===== src/cde_pkg.sv =====
// ----------------------------------------------------------------------------
// cde_pkg
// Types and constants shared by the controller and datapath of the engine.
// ----------------------------------------------------------------------------
package cde_pkg;

    localparam int ELEM_W     = 16;
    localparam int DOT_W      = 42;
    localparam int NORM_W     = 41;
    localparam int SQ_SHIFT   = 20;
    localparam int SQ_W       = NORM_W + SQ_SHIFT;          // 61
    localparam int ROOT_W     = (SQ_W + 1) / 2;             // 31
    localparam int DEN_W      = 2 * ROOT_W;                 // 62
    localparam int QUO_W      = 17;
    localparam int PRE_SHIFT  = 36 - QUO_W;                 // 19
    localparam int REM_W      = DEN_W + 1;
    localparam int SQRT_STEPS = ROOT_W;
    localparam int DIV_STEPS  = QUO_W;
    localparam int CNT_W      = 5;

    typedef enum logic [3:0] {
        ST_IDLE,
        ST_ACC,
        ST_SQ_LOAD1,
        ST_SQ_RUN1,
        ST_SQ_LOAD2,
        ST_SQ_RUN2,
        ST_MUL,
        ST_DIV_LOAD,
        ST_DIV_RUN,
        ST_FIN
    } state_t;

    typedef struct packed {
        logic capture;
        logic acc_en;
        logic sq_load;
        logic sq_sel;
        logic sq_step;
        logic r1_store;
        logic mul_en;
        logic div_load;
        logic div_step;
        logic out_load;
        logic clear;
    } cmd_t;

    typedef struct packed {
        logic last;
        logic norm_zero;
        logic out_free;
    } status_t;

endpackage


===== src/cde_ctrl.sv =====
// ----------------------------------------------------------------------------
// cde_ctrl
// Sequencer: accumulate each word; after the last, run root, multiply and divide steps (skipped on a zero norm).
// ----------------------------------------------------------------------------
module cde_ctrl (
    input  logic              clk,
    input  logic              rst_n,
    input  logic              in_valid,
    output logic              in_stall,
    input  cde_pkg::status_t  status,
    output cde_pkg::cmd_t     cmd
);

    cde_pkg::state_t            state_reg, state_next;
    logic [cde_pkg::CNT_W-1:0]  cnt_reg, cnt_next;

    // Hold state and step counter
    always_ff @(posedge clk or negedge rst_n)
    begin
        if (!rst_n)
        begin
            state_reg <= cde_pkg::ST_IDLE;
            cnt_reg   <= '0;
        end
        else
        begin
            state_reg <= state_next;
            cnt_reg   <= cnt_next;
        end
    end

    // Advance the sequence and issue commands
    always_comb
    begin
        state_next = state_reg;
        cnt_next   = cnt_reg;
        cmd        = '0;
        in_stall   = (state_reg != cde_pkg::ST_IDLE);
        unique case (state_reg)
            cde_pkg::ST_IDLE:
            begin
                cmd.capture = in_valid;
                if (in_valid)
                    state_next = cde_pkg::ST_ACC;
            end
            cde_pkg::ST_ACC:
            begin
                cmd.acc_en = 1'b1;
                state_next = status.last ? cde_pkg::ST_SQ_LOAD1 : cde_pkg::ST_IDLE;
            end
            cde_pkg::ST_SQ_LOAD1:
            begin
                if (status.norm_zero)
                    state_next = cde_pkg::ST_FIN;
                else
                begin
                    cmd.sq_load = 1'b1;
                    cnt_next    = '0;
                    state_next  = cde_pkg::ST_SQ_RUN1;
                end
            end
            cde_pkg::ST_SQ_RUN1:
            begin
                cmd.sq_step = 1'b1;
                cnt_next    = cnt_reg + 1'b1;
                if (cnt_reg == cde_pkg::CNT_W'(cde_pkg::SQRT_STEPS - 1))
                    state_next = cde_pkg::ST_SQ_LOAD2;
            end
            cde_pkg::ST_SQ_LOAD2:
            begin
                cmd.r1_store = 1'b1;
                cmd.sq_load  = 1'b1;
                cmd.sq_sel   = 1'b1;
                cnt_next     = '0;
                state_next   = cde_pkg::ST_SQ_RUN2;
            end
            cde_pkg::ST_SQ_RUN2:
            begin
                cmd.sq_step = 1'b1;
                cnt_next    = cnt_reg + 1'b1;
                if (cnt_reg == cde_pkg::CNT_W'(cde_pkg::SQRT_STEPS - 1))
                    state_next = cde_pkg::ST_MUL;
            end
            cde_pkg::ST_MUL:
            begin
                cmd.mul_en = 1'b1;
                state_next = cde_pkg::ST_DIV_LOAD;
            end
            cde_pkg::ST_DIV_LOAD:
            begin
                cmd.div_load = 1'b1;
                cnt_next     = '0;
                state_next   = cde_pkg::ST_DIV_RUN;
            end
            cde_pkg::ST_DIV_RUN:
            begin
                cmd.div_step = 1'b1;
                cnt_next     = cnt_reg + 1'b1;
                if (cnt_reg == cde_pkg::CNT_W'(cde_pkg::DIV_STEPS - 1))
                    state_next = cde_pkg::ST_FIN;
            end
            cde_pkg::ST_FIN:
            begin
                if (status.out_free)
                begin
                    cmd.out_load = 1'b1;
                    cmd.clear    = 1'b1;
                    state_next   = cde_pkg::ST_IDLE;
                end
            end
            default:
            begin
                state_next = cde_pkg::ST_IDLE;
            end
        endcase
    end

endmodule


===== config.mk =====
export PLATFORM = sky130hd
export DESIGN_NAME = cde_ctrl
export DESIGN_NICKNAME = d
export VERILOG_FILES = /design/src/cde_pkg.sv /design/src/cde_ctrl.sv
export SDC_FILE = /design/constraint.sdc
export NUM_CORES = 1
export LEC_CHECK = 0
export ABC_AREA = 1
export BUFFER_PORTS_ARGS = -buffer_cell sky130_fd_sc_hd__buf_2
export CORE_UTILIZATION = 51
export CTS_CLUSTER_SIZE = 8
export DETAILED_ROUTE_END_ITERATION = 12
export PLACE_DENSITY = 0.83
export SYNTH_ARGS = -nofsm -noshare
export SYNTH_HDL_FRONTEND = slang
export SYNTH_SLANG_ARGS = --single-unit

===== constraint.sdc =====
create_clock -name clk -period 1.6 [get_ports clk]
set_input_delay 0.16 -clock clk [delete_from_list [all_inputs] [get_ports clk]]
set_output_delay 0.16 -clock clk [all_outputs]
set_load 0.005 [all_outputs]

==> results of run 1 <==
area by class of cell:
| class | instances | share of cell area |
|---|---|---|
| Timing Repair Buffer | 19 | 0.1187 |
| Sequential cell | 9 | 0.2619 |
| Multi-Input combinational cell | 84 | 0.4805 |
| Clock buffer | 4 | 0.03039 |
| Inverter | 20 | 0.08683 |
| Tap cell | 15 | 0.02171 |
kinds of logic after synthesis:
family,count (synthesis)
AND/OR/NAND/NOR,75
adder cells (fa/ha/maj),3
buffers and inverters,22
AO/OA/AOI/OAI,3
flip-flops,9
XOR/XNOR,3
per-layer routing:
metal / GRT usage / up-vias / wire length [um] / share of wire
met3: 0.03409 / 2 / 136 / 0.081
li1: - / 400 / - / -
met2: 0.4344 / 34 / 746 / 0.44
met1: 0.3617 / 362 / 800 / 0.47
met5: 0 / - / 0 / 0
met4: 0.1034 / 0 / 4 / 0.0024
repair_timing:
item	in CTS	in global routing
setup endpoints to repair	3	6
gates resized for setup	1	4
hold endpoints to repair	9	0
hold buffers	1	0
buffers inserted	1	0
pin swaps	1	0
layout by cell type, fill, tap and decap left out, drive strengths merged:
cell         instances
nand2               39
inv                 20
buf                 18
nor2                17
nand3               10
dfrtp                9
nand4                8
clkbuf               4
xor2                 3
ha                   3
a21oi                2
o21ai                1
nor4                 1
dlygate4sd3          1
critical path, stage by stage (launching register included):
cell and delay (ns):
dfrtp_1 0.47, nor2_4 0.18, inv_1 0.07, nor2_1 0.20, buf_2 0.16
path summary, 6_finish.rpt:
| kind | startpoint | to | slack, ns | cells past startpoint |
|---|---|---|---|---|
| setup / recovery | state_reg[1] | cmd[5] | 0.09 | 4 |
| hold / removal | rst_n | cnt_reg[4] | 0.27 | 2 |
| setup reg to reg | state_reg[0] | cnt_reg[2] | 0.19 | 7 |
| hold reg to reg | cnt_reg[3] | cnt_reg[3] | 0.59 | 2 |
| max in group asynchronous | rst_n | state_reg[0] | 1.12 | 2 |
| min in group clk | status[2] | state_reg[1] | 0.27 | 5 |
through the flow:
step	cell area, um2	power, mW	TNS [ns]	hold slack (ns)	setup slack, ns
2_1_floorplan	718.2	1.026	0	-0.1356	0.3110
4_1_cts	853.3	1.462	0	0.2657	0.05410
5_1_grt	864.6	1.654	-0.01235	0.2938	-0.006744
3_5_place_dp	807.0	1.262	0	0.02508	0.1597
3_3_place_gp	807.0	1.236	0	0.02486	0.1778
6_report	864.6	1.496	0	0.2706	0.09166
power by group through the flow:
stage          registers (mW)  clock network [mW]  logic [mW]
2_1_floorplan           0.402                   0       0.624
3_3_place_gp            0.427                   0       0.809
3_5_place_dp            0.433                   0       0.830
4_1_cts                 0.432               0.187       0.843
5_1_grt                 0.465               0.192       0.997
6_report                0.453               0.184       0.859
==> impl_metrics.csv, run 1 <==
group,metric,value,unit
pwr,p_int,0.7394,mW
pwr,sw_frac_of_total,0.5057,
pwr,leakagePower,0.5475,nW
clocking,clk_pin_slew_worst_paths,0.07,ns
synthesis,yosys.area_share.xor_xnor,0.03659,
synthesis,synth-compound-area-share,0.02091,
floorplan,die_width,39.53,um
pwr,power_switching,0.7564,mW
synthesis,synth_mux_area_frac,0,
floorplan,core.rowCount,13,
timing,period_share,0.9427,
final_layout,fin_util,0.6644,
synthesis,synth_common_cells,"nand2_1 (39), inv_1 (19), nor2_1 (16)",
floorplan,ioPinCount,18,
synthesis,synth.cell_area,718.2,um2
synthesis,synthesis.nets,124,
floorplan,die_area,1562,um2
timing,hold_viol_final,0,
timing,worstMarginPinSlew,0.2898,ns
global_routing,grt-ovfl-total,0,
timing,max_slew_margin,0.8050,
synthesis,synthCells,115,
final_layout,n_antenna_cell,0,
final_layout,final_nets,146,
pwr,ir_drop,0.0009270,V
placement,gp_congestion,0.9004,
routing,drc_errors,0,
pwr,combPwrFrac,0.574,
synthesis,synthTopCellsByArea,"dfrtp_1 (31%), nand2_1 (20%), inv_1 (9.9%)",
final_layout,largest_register_ffs,5,
flow_run,drv_cap,0,
synthesis,synthSimpleGateAreaFrac,0.4512,
worst_setup_path,startpoint_type,"flop",
worst_setup_path,crit_arrival,1.35,ns
global_routing,antenna_found_initial,0,
routing,postRouteAntennaNets,0,
routing,avgRoutedWirePerCell,11.17,um
clocking,cts_tree,"yes",
timing,period_minus_slack,1.508,ns
floorplan,die_y,39.53,um
placement,dpl.cell_count,145,
synthesis,synth_top_family_by_area,"simple AND/OR/NAND/NOR gates",
routing,firstDrtPassIters,4,
floorplan,core-area,1301,um2
synthesis,synth_adder_area_share,0.05226,
synthesis,synth_ff_type,"dfrtp_1",
worst_setup_path,setup.worst_path.end_class,"output pin",
synthesis,yosysMostFrequentCell,"nand2_1",
clocking,cts-root-buf,"clkbuf_4",
pwr,power_density,1730,nW/um2
final_layout,fillers,117,
global_routing,first_global_vias,682,
final_layout,drive_gt1_frac,0.1985,
timing,max_freq,663.0,MHz
pwr,power_frac_clock,0.123,
synthesis,syn_avg_cell_area,6.245,um2
final_layout,area_growth,20.38,%
synthesis,async_flop_share,1.000,
global_routing,grt_max_degree,10,
worst_setup_path,cp_data_required_time,1.44,ns
timing,slew_violations,0,
synthesis,seq_area_frac_synth,0.3136,
floorplan,start_util,0.5519,
synthesis,synth_top_area_share,0.3136,
global_routing,gr-usage-all-layers,0.2697,
synthesis,ys_types,14,
global_routing,grt_pass1_wl,2822,um
clocking,cts.sinks,9,
placement,numPortBuffers,17,
synthesis,synth-seq-cells,9,
routing,vias,798,
placement,hpwlAfterDp,1356,um
routing,wirelength,1687,um
timing,fin_skew,0.004458,ns
routing,vias_per_cell,5.285,
clocking,cts.htree.levels,1,
routing,drt_iter0_drc,37,
pwr,seqPwrFrac,0.303,
worst_setup_path,cp_max_fo,7,
timing,rsz0062_at_grt,"yes",
synthesis,synth-edff-count,0,
clocking,numCtsBuffers,3,
worst_hold_path,worstHoldPathType,"primary input to async pin",
status,status,"complete, no violations",
clocking,insertion_delay,0.27,ns
synthesis,ys_warn_count,0,
clocking,cts_max_path_buffers,2,
worst_setup_path,crit_type,"flop to output pin",
final_layout,multiInputGateArea,415.4,um2
timing,setup_viol,0,
final_layout,instances_no_fill,151,
synthesis,synth_largest_area_cell,"dfrtp_1",
final_layout,ff_latch_area,226.5,um2
Power figures use the tool's default switching activity.
==> run 2: changes to the inputs <==
--- a/config.mk
+++ b/config.mk
@@ -7,10 +7,10 @@
 export LEC_CHECK = 0
 export ABC_AREA = 1
 export BUFFER_PORTS_ARGS = -buffer_cell sky130_fd_sc_hd__buf_2
-export CORE_UTILIZATION = 51
+export CORE_UTILIZATION = 39
 export CTS_CLUSTER_SIZE = 8
 export DETAILED_ROUTE_END_ITERATION = 12
-export PLACE_DENSITY = 0.83
+export PLACE_DENSITY = 0.7
 export SYNTH_ARGS = -nofsm -noshare
 export SYNTH_HDL_FRONTEND = slang
 export SYNTH_SLANG_ARGS = --single-unit
==> constraint.sdc (replaced) <==
create_clock -name clk -period 1.3 [get_ports clk]
set_input_delay 0.13 -clock clk [delete_from_list [all_inputs] [get_ports clk]]
set_output_delay 0.13 -clock clk [all_outputs]
set_load 0.005 [all_outputs]
==> impl_metrics.csv, run 2 (same netlist as run 1, synthesis figures left out) <==
group,metric,value,unit
status,status,"finished with violations",
status,violations,"negative setup slack",
pwr,power_frac_clock,0.088,
timing,slew_violations,0,
global_routing,grt-ovfl-total,0,
pwr,leakagePower,0.6386,nW
global_routing,first_global_vias,759,
floorplan,core-area,1727,um2
clocking,cts-root-buf,"clkbuf_4",
final_layout,n_antenna_cell,0,
timing,worst_slack,-0.09373,ns
pwr,sw_frac_of_total,0.4801,
routing,firstDrtPassIters,4,
floorplan,die_y,44.91,um
floorplan,die_width,44.91,um
pwr,seqPwrFrac,0.239,
worst_setup_path,endpoint,"cmd[10]",
worst_setup_path,ff2ff_path_depth,7,
pwr,power_density,2205,nW/um2
final_layout,drive_gt1_frac,0.4474,
worst_setup_path,crit_type,"flop to output pin",
pwr,combPwrFrac,0.673,
clocking,insertion_delay,0.26,ns
global_routing,grt_pass1_wl,3167,um
timing,setup_tns,-0.5547,ns
flow_run,drv_cap,0,
timing,period_share,1.072,
worst_setup_path,cp-startpoint,"state_reg[2]",
routing,wirelength,2041,um
worst_setup_path,startpoint_type,"flop",
worst_setup_path,setup.worst_path.end_class,"output pin",
clocking,cts.sinks,9,
worst_setup_path,cp_data_required_time,1.17,ns
worst_hold_path,worstHoldPathType,"primary input to flop",
final_layout,instances_no_fill,177,
placement,dpl.cell_count,167,
worst_setup_path,r2r_start,"state_reg[1]",
worst_setup_path,cp_max_fo,5,
clocking,cts.htree.levels,1,
placement,place_area,909.6,um2
pwr,power.total,2.423,mW
clocking,clk_pin_slew_worst_paths,0.06,ns
final_layout,final_cell_mix,"nand2_1 (33), buf_2 (15), inv_1 (13), buf_4 (13), nand3_1 (9)",
worst_setup_path,rrSetupSlack,-0.01,ns
timing,fin_skew,0.007446,ns
pwr,power_switching,1.163,mW
final_layout,largest_register_ffs,5,
clocking,cts_max_path_buffers,2,
timing,worstMarginPinSlew,0.2315,ns
routing,postRouteAntennaNets,0,
final_layout,layout_commonest_cell,"nand2_1",
routing,avgRoutedWirePerCell,11.53,um
worst_hold_path,min-delay-start,"status[2]",
placement,gp_congestion,0.8596,
clocking,cts_tree,"yes",
clocking,numCtsBuffers,3,
final_layout,area_growth,52.96,%
worst_setup_path,crit_arrival,1.26,ns
floorplan,start_util,0.4159,
timing,rsz0062_at_grt,"yes",
timing,hold_viol_final,0,
placement,hpwlAfterDp,1547,um
routing,vias,842,
worst_setup_path,reg2reg_to,"cnt_reg[1]",
routing,drt_iter0_drc,29,
timing,setup_viol,14,
global_routing,gr-usage-all-layers,0.2184,
pwr,ir_drop,0.0008811,V
timing,period_minus_slack,1.394,ns
placement,numPortBuffers,17,
placement,dp_slack,-0.07670,ns
floorplan,core.rowCount,15,
global_routing,grt_max_degree,10,
routing,drc_errors,0,
final_layout,fillers,149,
global_routing,antenna_found_initial,0,
final_layout,final_nets,162,
timing,max_slew_margin,0.8444,
floorplan,ioPinCount,18,
timing,max_freq,717.5,MHz
final_layout,stdcell_area,1099,um2
floorplan,die_area,2017,um2
pwr,p_int,1.260,mW
routing,vias_per_cell,4.757,
[run 2: changes by cell type in the layout (fill, tap and decap cells not counted), sizes merged]
| cell | before | now |
|---|---|---|
| buf | 18 | 34 |
[run 2: how the worst min path moves through the flow]
stage	slack, ns	end	depth (start not counted)
floorplan	-0.17	cnt_reg[0]	0
global placement	-0.01	state_reg[0]	1
detailed placement	-0.009	state_reg[2]	1
CTS	0.23	state_reg[1]	5
global route	0.26	cnt_reg[3]	2
finish	0.24	state_reg[1]	5
[run 2: power by group through the flow]
stage                     clock network, mW  logic, mW  registers [mW]
after floorplan                           0      0.768           0.495
after global placement                    0       1.26           0.504
after detailed placement                  0       1.30           0.513
after CTS                             0.219       1.50           0.536
after global routing                  0.233       1.79           0.599
final                                 0.213       1.63           0.578
[run 2: area by class of cell]
type	instances	area [um2]	area share
clock buffer	4	26.28	0.02392
timing repair buffer	35	250.2	0.2278
sequential	9	230.2	0.2096
multi-input combinational	84	483.0	0.4396
tap	25	31.28	0.02847
inverter	20	77.57	0.07062
[run 2: stage by stage]
stage / hold WS, ns / util
after CTS: 0.2298 / 0.6101
after global placement: -0.01233 / 0.5268
after floorplan: -0.1656 / -
after global routing: 0.2611 / 0.6362
final: 0.2387 / 0.6362
after detailed placement: -0.008680 / 0.5268
[run 2: critical path: stages, from the launching register on]
cell	delay (ns)
dfrtp_2	0.47
nor2_4	0.15
buf_6	0.12
nand2_2	0.04
nor2_1	0.10
buf_2	0.12
[run 2: what timing repair did]
item                                   CTS  global route
setup endpoints to repair               18            21
buffers inserted                         5             0
endpoints found under the hold margin    9             0
gates resized for setup                 22            20
pin swaps                                6             9
hold buffers                             1             0
[run 2: routing by layer]
metal / global-route usage / up-vias / routed length [um]
li1: - / 433 / -
met1: 0.3106 / 382 / 974
met2: 0.3441 / 25 / 974
met3: 0.02800 / 2 / 75
met4: 0.07273 / 0 / 17
met5: 0 / - / 0
==> run 3: changes to the inputs <==
--- a/config.mk
+++ b/config.mk
@@ -6,11 +6,11 @@
 export NUM_CORES = 1
 export LEC_CHECK = 0
 export ABC_AREA = 1
-export BUFFER_PORTS_ARGS = -buffer_cell sky130_fd_sc_hd__buf_2
 export CORE_UTILIZATION = 39
 export CTS_CLUSTER_SIZE = 8
 export DETAILED_ROUTE_END_ITERATION = 12
-export PLACE_DENSITY = 0.7
+export DONT_BUFFER_PORTS = 1
+export PLACE_DENSITY = 0.61
 export SYNTH_ARGS = -nofsm -noshare
 export SYNTH_HDL_FRONTEND = slang
 export SYNTH_SLANG_ARGS = --single-unit
==> impl_metrics.csv, run 3 (same netlist as run 1, synthesis figures left out) <==
group,metric,value,unit
final_layout,stdcell_area,1184,um2
worst_setup_path,crit_type,"flop to output pin",
floorplan,die_area,2017,um2
global_routing,grt-ovfl-total,0,
timing,fin_skew,0.01041,ns
clocking,numCtsBuffers,3,
worst_setup_path,cp_max_fo,5,
floorplan,die_y,44.91,um
worst_setup_path,crit_arrival,1.29,ns
worst_setup_path,setup.worst_path.end_class,"output pin",
routing,vias_per_cell,4.960,
worst_hold_path,min_path_cells,4,
global_routing,grt_max_degree,10,
global_routing,first_global_vias,755,
final_layout,layout_commonest_cell,"nand2_1",
global_routing,grt_pass1_wl,3229,um
worst_setup_path,r2r_start,"state_reg[3]",
worst_setup_path,reg2reg_to,"state_reg[2]",
pwr,power_density,2268,nW/um2
clocking,clk_pin_slew_worst_paths,0.06,ns
routing,firstDrtPassIters,4,
final_layout,area_growth,64.81,%
final_layout,final_cell_mix,"nand2_1 (27), buf_4 (23), inv_1 (13), nor2_4 (9), nand2_2 (9)",
worst_hold_path,min_to,"state_reg[1]",
timing,period_share,1.089,
final_layout,n_antenna_cell,0,
clocking,cts_tree,"yes",
routing,drc_errors,0,
floorplan,start_util,0.4159,
timing,max_freq,706.5,MHz
final_layout,final_nets,158,
placement,place_area,907.1,um2
timing,slew_violations,0,
pwr,ir_drop,0.001133,V
timing,worst_slack,-0.1154,ns
timing,holdWs,0.1474,ns
final_layout,drive_gt1_frac,0.5135,
routing,postRouteAntennaNets,0,
timing,setup_viol,12,
status,violations,"negative setup slack",
worst_setup_path,startpoint_type,"flop",
worst_setup_path,ff2ff_path_depth,9,
final_layout,fillers,126,
final_layout,largest_register_ffs,5,
worst_setup_path,cp_data_required_time,1.17,ns
timing,worstMarginPinSlew,0.4398,ns
clocking,cts_max_path_buffers,2,
floorplan,die_width,44.91,um
flow_run,drv_cap,0,
pwr,leakagePower,0.6353,nW
floorplan,ioPinCount,18,
status,status,"finished with violations",
clocking,cts-root-buf,"clkbuf_4",
placement,hpwlAfterDp,1464,um
clocking,cts.htree.levels,1,
timing,max_slew_margin,0.7058,
floorplan,core-area,1727,um2
timing,rsz0062_at_grt,"yes",
routing,vias,858,
worst_hold_path,worstHoldPathType,"primary input to flop",
timing,hold_viol_final,0,
routing,avgRoutedWirePerCell,12.66,um
routing,wirelength,2191,um
placement,gp_congestion,0.8960,
global_routing,gr-usage-all-layers,0.2238,
timing,period_minus_slack,1.415,ns
clocking,insertion_delay,0.26,ns
placement,numPortBuffers,0,
worst_hold_path,min-delay-start,"status[2]",
global_routing,antenna_found_initial,0,
placement,dp_slack,0.009848,ns
worst_setup_path,rrSetupSlack,-0.08,ns
clocking,cts.sinks,9,
floorplan,core.rowCount,15,
routing,drt_iter0_drc,24,
run 3: changes by cell type in the layout (fill, tap and decap cells not counted), moves of 2 or more:
cell,change
nand2_4,+2
nand2_2,+4
nand2_1,-6
buf_4,+10
nor2_1,-3
buf_2,-15
nor2_4,+4
run 3: per-stage QoR:
step | utilization | setup TNS, ns | std cells | power [mW]
final | 0.6855 | -0.8024 | 173 | 2.684
after global placement | 0.5254 | 0 | 161 | 1.806
after floorplan | - | 0 | 115 | 1.262
after global routing | 0.6855 | -1.907 | 173 | 2.898
after CTS | 0.5870 | -0.6956 | 170 | 2.217
after detailed placement | 0.5254 | 0 | 161 | 1.814
run 3: worst max-delay path by stage:
stage / startpoint / end / slack [ns] / depth (start not counted)
floorplan: state_reg[1] / cnt_reg[0] / 0.01 / 6
global placement: cnt_reg[1] / state_reg[3] / 0.003 / 8
detailed placement: cnt_reg[1] / state_reg[3] / 0.01 / 8
CTS: state_reg[0] / cmd[5] / -0.1 / 5
global route: state_reg[3] / cmd[5] / -0.16 / 5
finish: state_reg[3] / cmd[5] / -0.12 / 5
run 3: power breakdown:
part,internal [mW],switching (mW)
registers,0.403,0.180
logic,0.860,1.02
clock network,0.118,0.105
run 3: worst max-delay path, stage by stage, from the launching register on:
cell,delay [ns]
dfrtp_2,0.48
inv_4,0.11
nand2_4,0.10
nor2_4,0.14
buf_6,0.11
buf_6,0.09
run 3: area by class of cell:
type                    instances  area (um2)  area share
inverters                      20       77.57     0.06554
repair buffers                 31       261.5      0.2209
multi-input cells              84       556.8      0.4704
well taps                      25       31.28     0.02643
clock buffers                   4       26.28     0.02220
flip-flops and latches          9       230.2      0.1945
run 3: what timing repair did:
action	CTS	global route
cloned	0	0
hold buffers	1	0
buffers inserted	4	3
gates resized for setup	17	45
hold endpoints to repair	9	0
setup endpoints to repair	12	20
pin swaps	8	11
run 3: metal layers:
layer  track usage  vias to the layer above  part of all wire
li1              -                      425                 -
met1        0.3027                      398              0.46
met2        0.3559                       31              0.48
met3       0.02800                        4             0.042
met4        0.1030                        0             0.014
met5             0                        -                 0
